<file path="src/rtl/kpvb_pkg.sv">
// Shared types, constants and helpers for the position/velocity/baro Kalman filter.
// Depends on nothing; kpvb_mac, kpvb_div and the top level refer to it by scoped names.
`default_nettype none

package kpvb_pkg;

    localparam int FRAC_BITS = 16;
    localparam int NX        = 6;
    localparam int ADDR_W    = 6;
    localparam int NUM_CFG   = 8;
    localparam int DIV_W     = 32 + FRAC_BITS;
    localparam int DT2_W     = 19;

    localparam logic [1:0] OP_INIT    = 2'd0;
    localparam logic [1:0] OP_PREDICT = 2'd1;
    localparam logic [1:0] OP_UPDATE  = 2'd2;

    localparam logic [2:0] CFG_MEAS_NOISE = 3'd6;
    localparam logic [2:0] CFG_INIT_COV   = 3'd7;

    localparam logic [30:0] CFG_RESET [NUM_CFG] = '{
        31'd1311, 31'd2621, 31'd1966, 31'd26214,
        31'd23593, 31'd20972, 31'd19661, 31'd6554
    };

    typedef enum logic [13:0] {
        PH_IDLE = 14'b00000000000001,
        PH_CLR  = 14'b00000000000010,
        PH_DT2  = 14'b00000000000100,
        PH_PST  = 14'b00000000001000,
        PH_CA   = 14'b00000000010000,
        PH_CB   = 14'b00000000100000,
        PH_CQ   = 14'b00000001000000,
        PH_S    = 14'b00000010000000,
        PH_GAIN = 14'b00000100000000,
        PH_RES  = 14'b00001000000000,
        PH_XUPD = 14'b00010000000000,
        PH_ROW1 = 14'b00100000000000,
        PH_CUPD = 14'b01000000000000,
        PH_FIN  = 14'b10000000000000
    } phase_t;

    typedef enum logic [3:0] {
        ST_RA   = 4'b0001,
        ST_RB   = 4'b0010,
        ST_MUL  = 4'b0100,
        ST_POST = 4'b1000
    } step_t;

    typedef enum logic [1:0] {
        POST_ADD,
        POST_SUB,
        POST_POS,
        POST_HOLD
    } post_op_t;

    typedef struct packed {
        logic     mul_en;
        logic     hold_en;
        post_op_t op;
    } mac_ctl_t;

    function automatic logic signed [31:0] sat32(input logic signed [65:0] v);
        logic signed [65:0] max_v;
        logic signed [65:0] min_v;
        max_v = 66'sd2147483647;
        min_v = -66'sd2147483648;
        if (v > max_v) begin
            return 32'sh7FFF_FFFF;
        end else if (v < min_v) begin
            return 32'sh8000_0000;
        end
        return v[31:0];
    endfunction

    // Row-major address of covariance entry (r, c).
    function automatic logic [ADDR_W-1:0] cov_idx(input logic [2:0] r, input logic [2:0] c);
        logic [ADDR_W-1:0] rr;
        rr = {3'b000, r};
        return (rr << 2) + (rr << 1) + {3'b000, c};
    endfunction

endpackage

`default_nettype wire

</file>
<file path="src/rtl/kpvb_div.sv">
// Radix-2 restoring divider, one quotient bit per cycle, for the Kalman gain.
// Depends on kpvb_pkg.
`default_nettype none

module kpvb_div (
    input  wire logic                          aclk,
    input  wire logic                          aresetn,
    input  wire logic                          start,
    input  wire logic [kpvb_pkg::DIV_W-1:0]    num,
    input  wire logic [31:0]                   den,
    output logic                               done,
    output logic [kpvb_pkg::DIV_W-1:0]         quo
);

    localparam int CNT_W = $clog2(kpvb_pkg::DIV_W + 1);

    logic                        busy_reg;
    logic                        done_reg;
    logic [CNT_W-1:0]            cnt_reg;
    logic [kpvb_pkg::DIV_W-1:0]  dq_reg;
    logic [31:0]                 rem_reg;
    logic [31:0]                 den_reg;
    logic [32:0]                 trial;
    logic [32:0]                 diff;
    logic                        ge;

    always_comb begin
        trial = {rem_reg, dq_reg[kpvb_pkg::DIV_W-1]};
        diff  = trial - {1'b0, den_reg};
        ge    = (trial >= {1'b0, den_reg});
    end

    always_ff @(posedge aclk) begin
        if (!aresetn) begin
            busy_reg <= 1'b0;
            done_reg <= 1'b0;
            cnt_reg  <= '0;
        end else begin
            done_reg <= 1'b0;
            if (start) begin
                busy_reg <= 1'b1;
                cnt_reg  <= CNT_W'(kpvb_pkg::DIV_W);
            end else if (busy_reg) begin
                cnt_reg <= cnt_reg - CNT_W'(1);
                if (cnt_reg == CNT_W'(1)) begin
                    busy_reg <= 1'b0;
                    done_reg <= 1'b1;
                end
            end
        end
    end

    always_ff @(posedge aclk) begin
        if (start) begin
            dq_reg  <= num;
            rem_reg <= '0;
            den_reg <= den;
        end else if (busy_reg) begin
            rem_reg <= ge ? diff[31:0] : trial[31:0];
            dq_reg  <= {dq_reg[kpvb_pkg::DIV_W-2:0], ge};
        end
    end

    assign done = done_reg;
    assign quo  = dq_reg;

endmodule

`default_nettype wire

</file>
<file path="config.mk">
export PLATFORM = sky130hd
export DESIGN_NAME = kpvb_div
export DESIGN_NICKNAME = d
export VERILOG_FILES = /design/src/rtl/kpvb_pkg.sv /design/src/rtl/kpvb_div.sv
export SDC_FILE = /design/constraint.sdc
export NUM_CORES = 1
export LEC_CHECK = 0
export BUFFER_PORTS_ARGS = -buffer_cell sky130_fd_sc_hd__buf_2
export CAP_MARGIN = 40
export CORE_AREA = 2 2 115 173
export CTS_CLUSTER_SIZE = 12
export DETAILED_ROUTE_END_ITERATION = 12
export DIE_AREA = 0 0 117 175
export HOLD_SLACK_MARGIN = 0.06
export PLACE_DENSITY_LB_ADDON = 0.12
export SYNTH_ARGS = -nofsm -noshare
export SYNTH_HDL_FRONTEND = slang
export SYNTH_SLANG_ARGS = --single-unit
</file>
<file path="constraint.sdc">
create_clock -name aclk -period 3.9 [get_ports aclk]
set_input_delay 0.78 -clock aclk [delete_from_list [all_inputs] [get_ports aclk]]
set_output_delay 0.78 -clock aclk [all_outputs]
set_load 0.02 [all_outputs]
</file>
==> out/metrics.csv <==
metric;value;unit
synth_fp_nets;730;
die_y;175;um
cts_setup_buffers;0;
synth_area_leaders;edfxtp_1, dfxtp_1, mux2_2;
syn_area_per_cell;10.7;um2
cts_buffers;17;
synth_top_area_share;36.8;%
via_per_inst;4.97;
htree_levels;4;
design.die.area;20500;um2
final_hold_viol_count;0;
wl;16200;um
setup_viol;0;
cts_root_buf;clkbuf_16;
grt_max_degree;75;
period_share;86.5;%
io_buffers;131;
ios;132;
clk_path_buf_depth;2;
wl_per_cell;15.9;um
fp.dieW;117;um
clk_latency;0.42;ns
synth_ff_type;edfxtp_1;
place_inst;984;
initial_utilization;34.4;%
outcome;complete, no violations;
worst_slew_pin_slew;0.692;ns
hp-class;register to register;
setup_tns;0;ns
worst-setup-path-type;register to register;
final_nets;865;
cp-startpoint;den_reg[1];
synthCells;612;
antenna_cells;0;
power.total;3.94;mW
endpoint;quo[0];
grt_pass1_wl;26200;um
hpwl;11900;um
path_clk_slew;0.06;ns
r2r_slack;0.53;ns
detail-route-antenna-nets;0;
period_minus_slack;3.37;ns
grt_pass1_vias;5376;
core_area;19000;um2
yosysSeqAreaShare;49.0;%
powerDensity;490;nW/um2
drcViolationCount;0;
finClkSkew;0.00705;ns
cts.sinks;120;
final_layout_size_suffix_gt1_share;30.4;%
antenna_found_initial;0;
largest_reg_flops;48;
reg2reg_to;quo[0];
clock.fmax;296;MHz
rsz0062_at_grt;false;
yosysUniqueCellTypes;55;
min_path_cells;2;
timing.slew.headroom;53.7;%
path_max_fanout;25;
power.leakage;3.39;nW
synth_area;6540;um2
critPathRequiredTime;4.06;ns
cap_violations;0;
ir_drop;0.268;mV
grtUsageTotal;16.5;%
dr_total_vias;5045;
yosys.area.top_type;edfxtp_1;
area_delta_synth_final;23.0;%
utilization;42.3;%
end_kind;register;
whs;0.489;ns
hold_buffers;0;
slew_viol_final;0;
synth_async_sr_flop_share;0;%
drt-initial-drc-count;249;
place_congestion;0.869;
synth_edf_count;80;
drtPass1Iterations;4;
cp-start-kind;register;
crit-reg2reg-launch;den_reg[1];
yosysWarnings;0;
grt-ovfl-total;0;
ys_ff_latch;120;
arrival;3.54;ns
cts_tree;built;
cts.repair.resized;0;
row_count;62;
r2r_cells;10;
final_cells;1016;
hp-start;rem_reg[1];
Yosys cell counts, drive strengths merged, types with 9 or more instances:
master   n
xnor2   21
inv     44
nand2   52
ha      34
mux2    48
a211oi  20
mux2i   11
edfxtp  80
o21ai   21
clkbuf  13
nor2    54
a311oi   9
dfxtp   40
xor2    10
nand3   10
nor3     9
a21oi   41
logic make-up after synthesis:
logic type / synth area share (%)
flops: 49.0
simple gates: 11.0
buf+inv: 4.33
mux: 9.95
xor+xnor: 4.15
fa+ha+maj: 6.81
compound gates: 14.7
critical path, cell delays in order (launching register included):
cell and delay, ns:
edfxtp_1 0.42, inv_1 0.08, ha_1 0.22, nor2b_1 0.15
o21ba_2 0.20, o21a_1 0.19, a21oi_1 0.35, o2111ai_1 0.28
nand3_1 0.30, nand2_2 0.47, mux2_2 0.45
per-stage QoR:
step / area (um2) / setup WS (ns)
after floorplan: 6540 / 0.900
after global placement: 7450 / 0.626
after detailed placement: 7470 / 0.494
after CTS: 8040 / 0.471
after global routing: 8040 / 0.223
final: 8040 / 0.526
layer usage:
layer | track usage, % | up-vias | wire, um
li1 | - | 2508 | -
met1 | 17.9 | 2395 | 6500
met2 | 29.3 | 120 | 8550
met3 | 4.68 | 22 | 795
met4 | 7.01 | 0 | 352
met5 | 0 | - | 0
worst min-delay path by stage:
stage | endpoint | slack [ns]
detailed placement | rem_reg[1] | 0.48
CTS | rem_reg[1] | 0.49
finish | rem_reg[1] | 0.49
global placement | rem_reg[1] | 0.48
floorplan | rem_reg[1] | 0.46
global route | rem_reg[1] | 0.51
power by group:
part	switching (mW)	leakage, nW	total [mW]	internal (mW)
registers	0.0673	1.13	1.56	1.49
clock network	0.637	0.266	1.53	0.891
logic	0.498	2.00	0.848	0.350
cells in the final DEF (no fill, tap or decap), types with 9 or more instances in the layout:
master,netlist,routed
buf_2,1,130
a311oi_1,9,9
mux2i_1,11,11
nand3_1,10,10
mux2_2,48,48
ha_1,34,34
clkbuf_16,0,17
a211oi_1,20,20
xor2_1,10,10
xnor2_1,21,21
a21oi_1,39,39
inv_1,44,43
nand2_1,51,51
nor2_1,53,53
o21ai_0,21,21
nor3_1,9,9
edfxtp_1,80,80
dfxtp_1,40,40
layout make-up:
type | count | area (um2)
Fill cell | 1893 | 11000
Sequential cell | 120 | 3200
Multi-Input combinational cell | 426 | 3050
Timing Repair Buffer | 137 | 728
Clock buffer | 18 | 429
Tap cell | 256 | 320
Inverter | 45 | 169
Clock inverter | 14 | 141
Power figures use the tool's default switching activity.
