==> src/rtl/kpvb_pkg.sv <==
// Shared types, constants and helpers for the position/velocity/baro Kalman filter.
// Depends on nothing; kpvb_mac, kpvb_div and the top level refer to it by scoped names.
`default_nettype none

package kpvb_pkg;

    localparam int FRAC_BITS = 16;
    localparam int NX        = 6;
    localparam int ADDR_W    = 6;
    localparam int NUM_CFG   = 8;
    localparam int DIV_W     = 32 + FRAC_BITS;
    localparam int DT2_W     = 19;

    localparam logic [1:0] OP_INIT    = 2'd0;
    localparam logic [1:0] OP_PREDICT = 2'd1;
    localparam logic [1:0] OP_UPDATE  = 2'd2;

    localparam logic [2:0] CFG_MEAS_NOISE = 3'd6;
    localparam logic [2:0] CFG_INIT_COV   = 3'd7;

    localparam logic [30:0] CFG_RESET [NUM_CFG] = '{
        31'd1311, 31'd2621, 31'd1966, 31'd26214,
        31'd23593, 31'd20972, 31'd19661, 31'd6554
    };

    typedef enum logic [13:0] {
        PH_IDLE = 14'b00000000000001,
        PH_CLR  = 14'b00000000000010,
        PH_DT2  = 14'b00000000000100,
        PH_PST  = 14'b00000000001000,
        PH_CA   = 14'b00000000010000,
        PH_CB   = 14'b00000000100000,
        PH_CQ   = 14'b00000001000000,
        PH_S    = 14'b00000010000000,
        PH_GAIN = 14'b00000100000000,
        PH_RES  = 14'b00001000000000,
        PH_XUPD = 14'b00010000000000,
        PH_ROW1 = 14'b00100000000000,
        PH_CUPD = 14'b01000000000000,
        PH_FIN  = 14'b10000000000000
    } phase_t;

    typedef enum logic [3:0] {
        ST_RA   = 4'b0001,
        ST_RB   = 4'b0010,
        ST_MUL  = 4'b0100,
        ST_POST = 4'b1000
    } step_t;

    typedef enum logic [1:0] {
        POST_ADD,
        POST_SUB,
        POST_POS,
        POST_HOLD
    } post_op_t;

    typedef struct packed {
        logic     mul_en;
        logic     hold_en;
        post_op_t op;
    } mac_ctl_t;

    function automatic logic signed [31:0] sat32(input logic signed [65:0] v);
        logic signed [65:0] max_v;
        logic signed [65:0] min_v;
        max_v = 66'sd2147483647;
        min_v = -66'sd2147483648;
        if (v > max_v) begin
            return 32'sh7FFF_FFFF;
        end else if (v < min_v) begin
            return 32'sh8000_0000;
        end
        return v[31:0];
    endfunction

    // Row-major address of covariance entry (r, c).
    function automatic logic [ADDR_W-1:0] cov_idx(input logic [2:0] r, input logic [2:0] c);
        logic [ADDR_W-1:0] rr;
        rr = {3'b000, r};
        return (rr << 2) + (rr << 1) + {3'b000, c};
    endfunction

endpackage

`default_nettype wire

==> src/rtl/kpvb_mac.sv <==
// Shared multiply unit: one registered 32x32 signed product, then a rounded
// add, subtract or position step with saturation. Depends on kpvb_pkg.
`default_nettype none

module kpvb_mac (
    input  wire logic                     aclk,
    input  wire kpvb_pkg::mac_ctl_t       ctl,
    input  wire logic signed [31:0]       opa,
    input  wire logic signed [31:0]       opb,
    input  wire logic signed [31:0]       addend,
    output logic signed [31:0]            y
);

    logic signed [63:0] prod_reg;
    logic signed [63:0] acc_reg;
    logic signed [63:0] rnd_v;
    logic signed [63:0] pos_v;
    logic signed [65:0] delta;
    logic signed [65:0] sum;

    always_ff @(posedge aclk) begin
        if (ctl.mul_en) begin
            prod_reg <= opa * opb;
        end
        if (ctl.hold_en) begin
            acc_reg <= prod_reg;
        end
    end

    always_comb begin
        rnd_v = (prod_reg + (64'sd1 <<< (kpvb_pkg::FRAC_BITS - 1))) >>> kpvb_pkg::FRAC_BITS;
        // Position step: twice the current product plus the held-back product,
        // rounded by one more bit.
        pos_v = ((prod_reg <<< 1) + acc_reg + (64'sd1 <<< kpvb_pkg::FRAC_BITS))
                >>> (kpvb_pkg::FRAC_BITS + 1);
        case (ctl.op)
            kpvb_pkg::POST_SUB: delta = -{{2{rnd_v[63]}}, rnd_v};
            kpvb_pkg::POST_POS: delta = {{2{pos_v[63]}}, pos_v};
            default:            delta = {{2{rnd_v[63]}}, rnd_v};
        endcase
        sum = {{34{addend[31]}}, addend} + delta;
        y   = kpvb_pkg::sat32(sum);
    end

endmodule

`default_nettype wire

==> config.mk <==
export PLATFORM = sky130hd
export DESIGN_NAME = kpvb_mac
export DESIGN_NICKNAME = d
export VERILOG_FILES = /design/src/rtl/kpvb_pkg.sv /design/src/rtl/kpvb_mac.sv
export SDC_FILE = /design/constraint.sdc
export NUM_CORES = 2
export LEC_CHECK = 0
export ABC_CLOCK_PERIOD_IN_PS = 9900
export BUFFER_PORTS_ARGS = -buffer_cell sky130_fd_sc_hd__buf_2
export CAP_MARGIN = 20
export CORE_ASPECT_RATIO = 2
export CORE_MARGIN = 8
export CORE_UTILIZATION = 40
export DETAILED_ROUTE_END_ITERATION = 6
export GPL_TIMING_DRIVEN = 0
export SLEW_MARGIN = 0
export SYNTH_ARGS = -nofsm -noshare
export SYNTH_HDL_FRONTEND = slang
export SYNTH_SLANG_ARGS = --single-unit
==> constraint.sdc <==
create_clock -name aclk -period 9.9 [get_ports aclk]
set_clock_uncertainty 0.1 [all_clocks]
set_input_delay 1.485 -clock aclk [delete_from_list [all_inputs] [get_ports aclk]]
set_output_delay 1.485 -clock aclk [all_outputs]
set_load 0.05 [all_outputs]
==> impl_metrics.tcl <==
set metrics [dict create \
    synth_top_area_frac 0.424 \
    grt_pass1_wl_um 311000 \
    ios 133 \
    cp.required_ns 9.96 \
    syn_area_um2 51100 \
    synthesis.nets 7311 \
    critPathMaxFanout 11 \
    fmax_mhz 103 \
    yosysMostFrequentCell "inv_1" \
    synth.avg_cell_area_um2 8.89 \
    die_y_um 522 \
    startpoint_type "input pin" \
    yosysWarnings 0 \
    cts.clk_slew.worst_paths_ns 0.06 \
    drt-met1-wl_um 61300 \
    hpwl_um 179000 \
    multi_input_area_um2 42600 \
    ys_seq_elements 127 \
    synth-async-reset-ratio 0 \
    route.vias.total 43182 \
    cpMostUsedCell "fa_1" \
    wl_per_cell_um 27.9 \
    synth-seq-area-share 0.0746 \
    highest_layer "met5" \
    grt_max_degree 43 \
    final-setup-viol-count 0 \
    post-place-ws_ns -2.16 \
    gp_congestion 1.05 \
    drv_slew 0 \
    critPathTopFamily "adder cells" \
    met2_length_um 108000 \
    cts_sinks 127 \
    vias_per_cell 5.61 \
    outcome "complete, no violations" \
    whs_ns 0.357 \
    synth_top_family_by_area "adder cells" \
    final-instance-count-excl-fill 7704 \
    tightest_slew_ns 1.21 \
    period_share 0.983 \
    yosys.area_share.xor_xnor 0.0387 \
    routed_wl_um 215000 \
    final_hold_viol_count 0 \
    grt_pass1_vias 47383 \
    crit_arrival_ns 9.80 \
    numCtsBuffers 17 \
    grt.overflow.total 0 \
    synth-simple-area-share 0.157 \
    synthMuxAreaShare 0.00382 \
    core_um2 127000 \
    yosysUniqueCellTypes 103 \
    drt_iter0_markers 2734 \
    cpPeakStageDelay_ns 0.63 \
    synth-compound-area-share 0.101 \
    n_fill_cell 12813 \
    timing.slew.headroom 0.187 \
    cts-root-buf "clkbuf_16" \
    start_util 0.403 \
    clock_path_buffers 2 \
    firstDrtPassIters 7 \
    netlist.top_cell.by_area "fa_1" \
    antenna_found_initial 20 \
    clkLatencyLatePin_ns 0.44 \
    port_buffers 132 \
    syn-instance-count 5752 \
    die_area_um2 140000 \
    rows 185 \
    cts_tree "yes" \
    die_w_um 269 \
    min_period_ns 9.73 \
    cp-end-kind "flip-flop" \
    slowest_stage "fa_1" \
    utilization 0.449 \
    synth_area_leaders "fa_1 42%, ha_1 9.2%, inv_1 8.7%" \
    cts_htree_levels 4 \
    maxCapViolCount 0 \
    setup_ws_ns 0.167 \
    drtAntennaViolNets 0 \
    synthAdderAreaFrac 0.516 \
    regArea_um2 3810 \
    critPathBufInv 9 \
    met3WireLength_um 15300 \
    layout.nets 7548 \
    drive_gt1_frac 0.105 \
    rsz0062_at_grt "yes" \
    grtUsageTotal 0.311 \
    dp_cells 7587 \
    path_class "input pin to flip-flop" \
    largest_register_ffs 64 \
    drc 0 \
    netlist_top_cells_count "1185 x inv_1, 1083 x fa_1, 910 x nand2_1, 375 x ha_1, 262 x clkbuf_1" \
    area_growth_pct 11.4 \
    synthFlopType "edfxtp_1" \
    hold_path_class "flip-flop to flip-flop" \
    cts_hold_buf 0 \
    synth_enable_flop_cells 127 \
]
==> cells by family after synthesis <==
kind of cell / Yosys count
adder cells (fa/ha/maj): 1458
buffers and inverters: 1465
AO/OA/AOI/OAI: 767
multiplexers: 19
flip-flops: 127
XOR/XNOR: 223
AND/OR/NAND/NOR: 1693
==> metrics by stage <==
stage               cell area (µm²)  setup TNS, ns
finish                        56900              0
global route                  56900          -1.29
CTS                           55800        -0.0106
detailed placement            54200         -76.19
global placement              53900         -73.70
floorplan                     51100              0
==> layer usage <==
layer	global-route usage	vias to the layer above
li1	-	18428
met5	0	-
met1	0.271	21809
met2	0.551	1987
met3	0.0767	952
met4	0.329	6
==> timing repair <==
| action | CTS | global route |
|---|---|---|
| endpoints found under the setup margin | 54 | 47 |
| pin swaps | 24 | 51 |
| cloned | 1 | 0 |
| resized for setup | 242 | 380 |
| buffers inserted | 32 | 46 |
| endpoints found under the hold margin | 0 | 0 |
==> worst register-to-register path: stages (launching register included) <==
cell      delay (ns)
edfxtp_1        0.48
buf_4           0.18
buf_4           0.14
==> layout make-up <==
class                   count  share of cell area
diodes                     19            0.000835
repair buffers            232              0.0320
clock inverters            15             0.00281
well taps                1683              0.0370
plain buffers             266              0.0261
inverters                1185              0.0784
clock buffers              17             0.00747
flip-flops and latches    127              0.0670
multi-input cells        4160               0.748
==> cells in the final DEF, fill, tap and decap left out, drive strengths merged, types with 33 or more instances in the layout <==
| master | count |
|---|---|
| a21o | 148 |
| a21oi | 211 |
| a31oi | 33 |
| and2 | 251 |
| and3 | 34 |
| buf | 271 |
| clkbuf | 244 |
| edfxtp | 127 |
| fa | 1083 |
| ha | 375 |
| inv | 1186 |
| nand2 | 911 |
| nand2b | 49 |
| nand3 | 68 |
| nand4 | 53 |
| nor2 | 150 |
| nor3 | 59 |
| o21ai | 120 |
| o21bai | 43 |
| xnor2 | 141 |
| xor2 | 82 |
==> path summary, 6_finish.rpt <==
| check | from | endpoint | slack [ns] | cells after the start |
|---|---|---|---|---|
| min reg2reg | prod_reg[7] | acc_reg[7] | 0.36 | 0 |
| min | prod_reg[7] | acc_reg[7] | 0.36 | 0 |
| max | opb[22] | prod_reg[62] | 0.17 | 31 |
| max reg2reg | prod_reg[19] | acc_reg[19] | 8.75 | 2 |
Power is not shown: default switching activity piles up to over one toggle a cycle in this logic, so the estimate is an artifact.
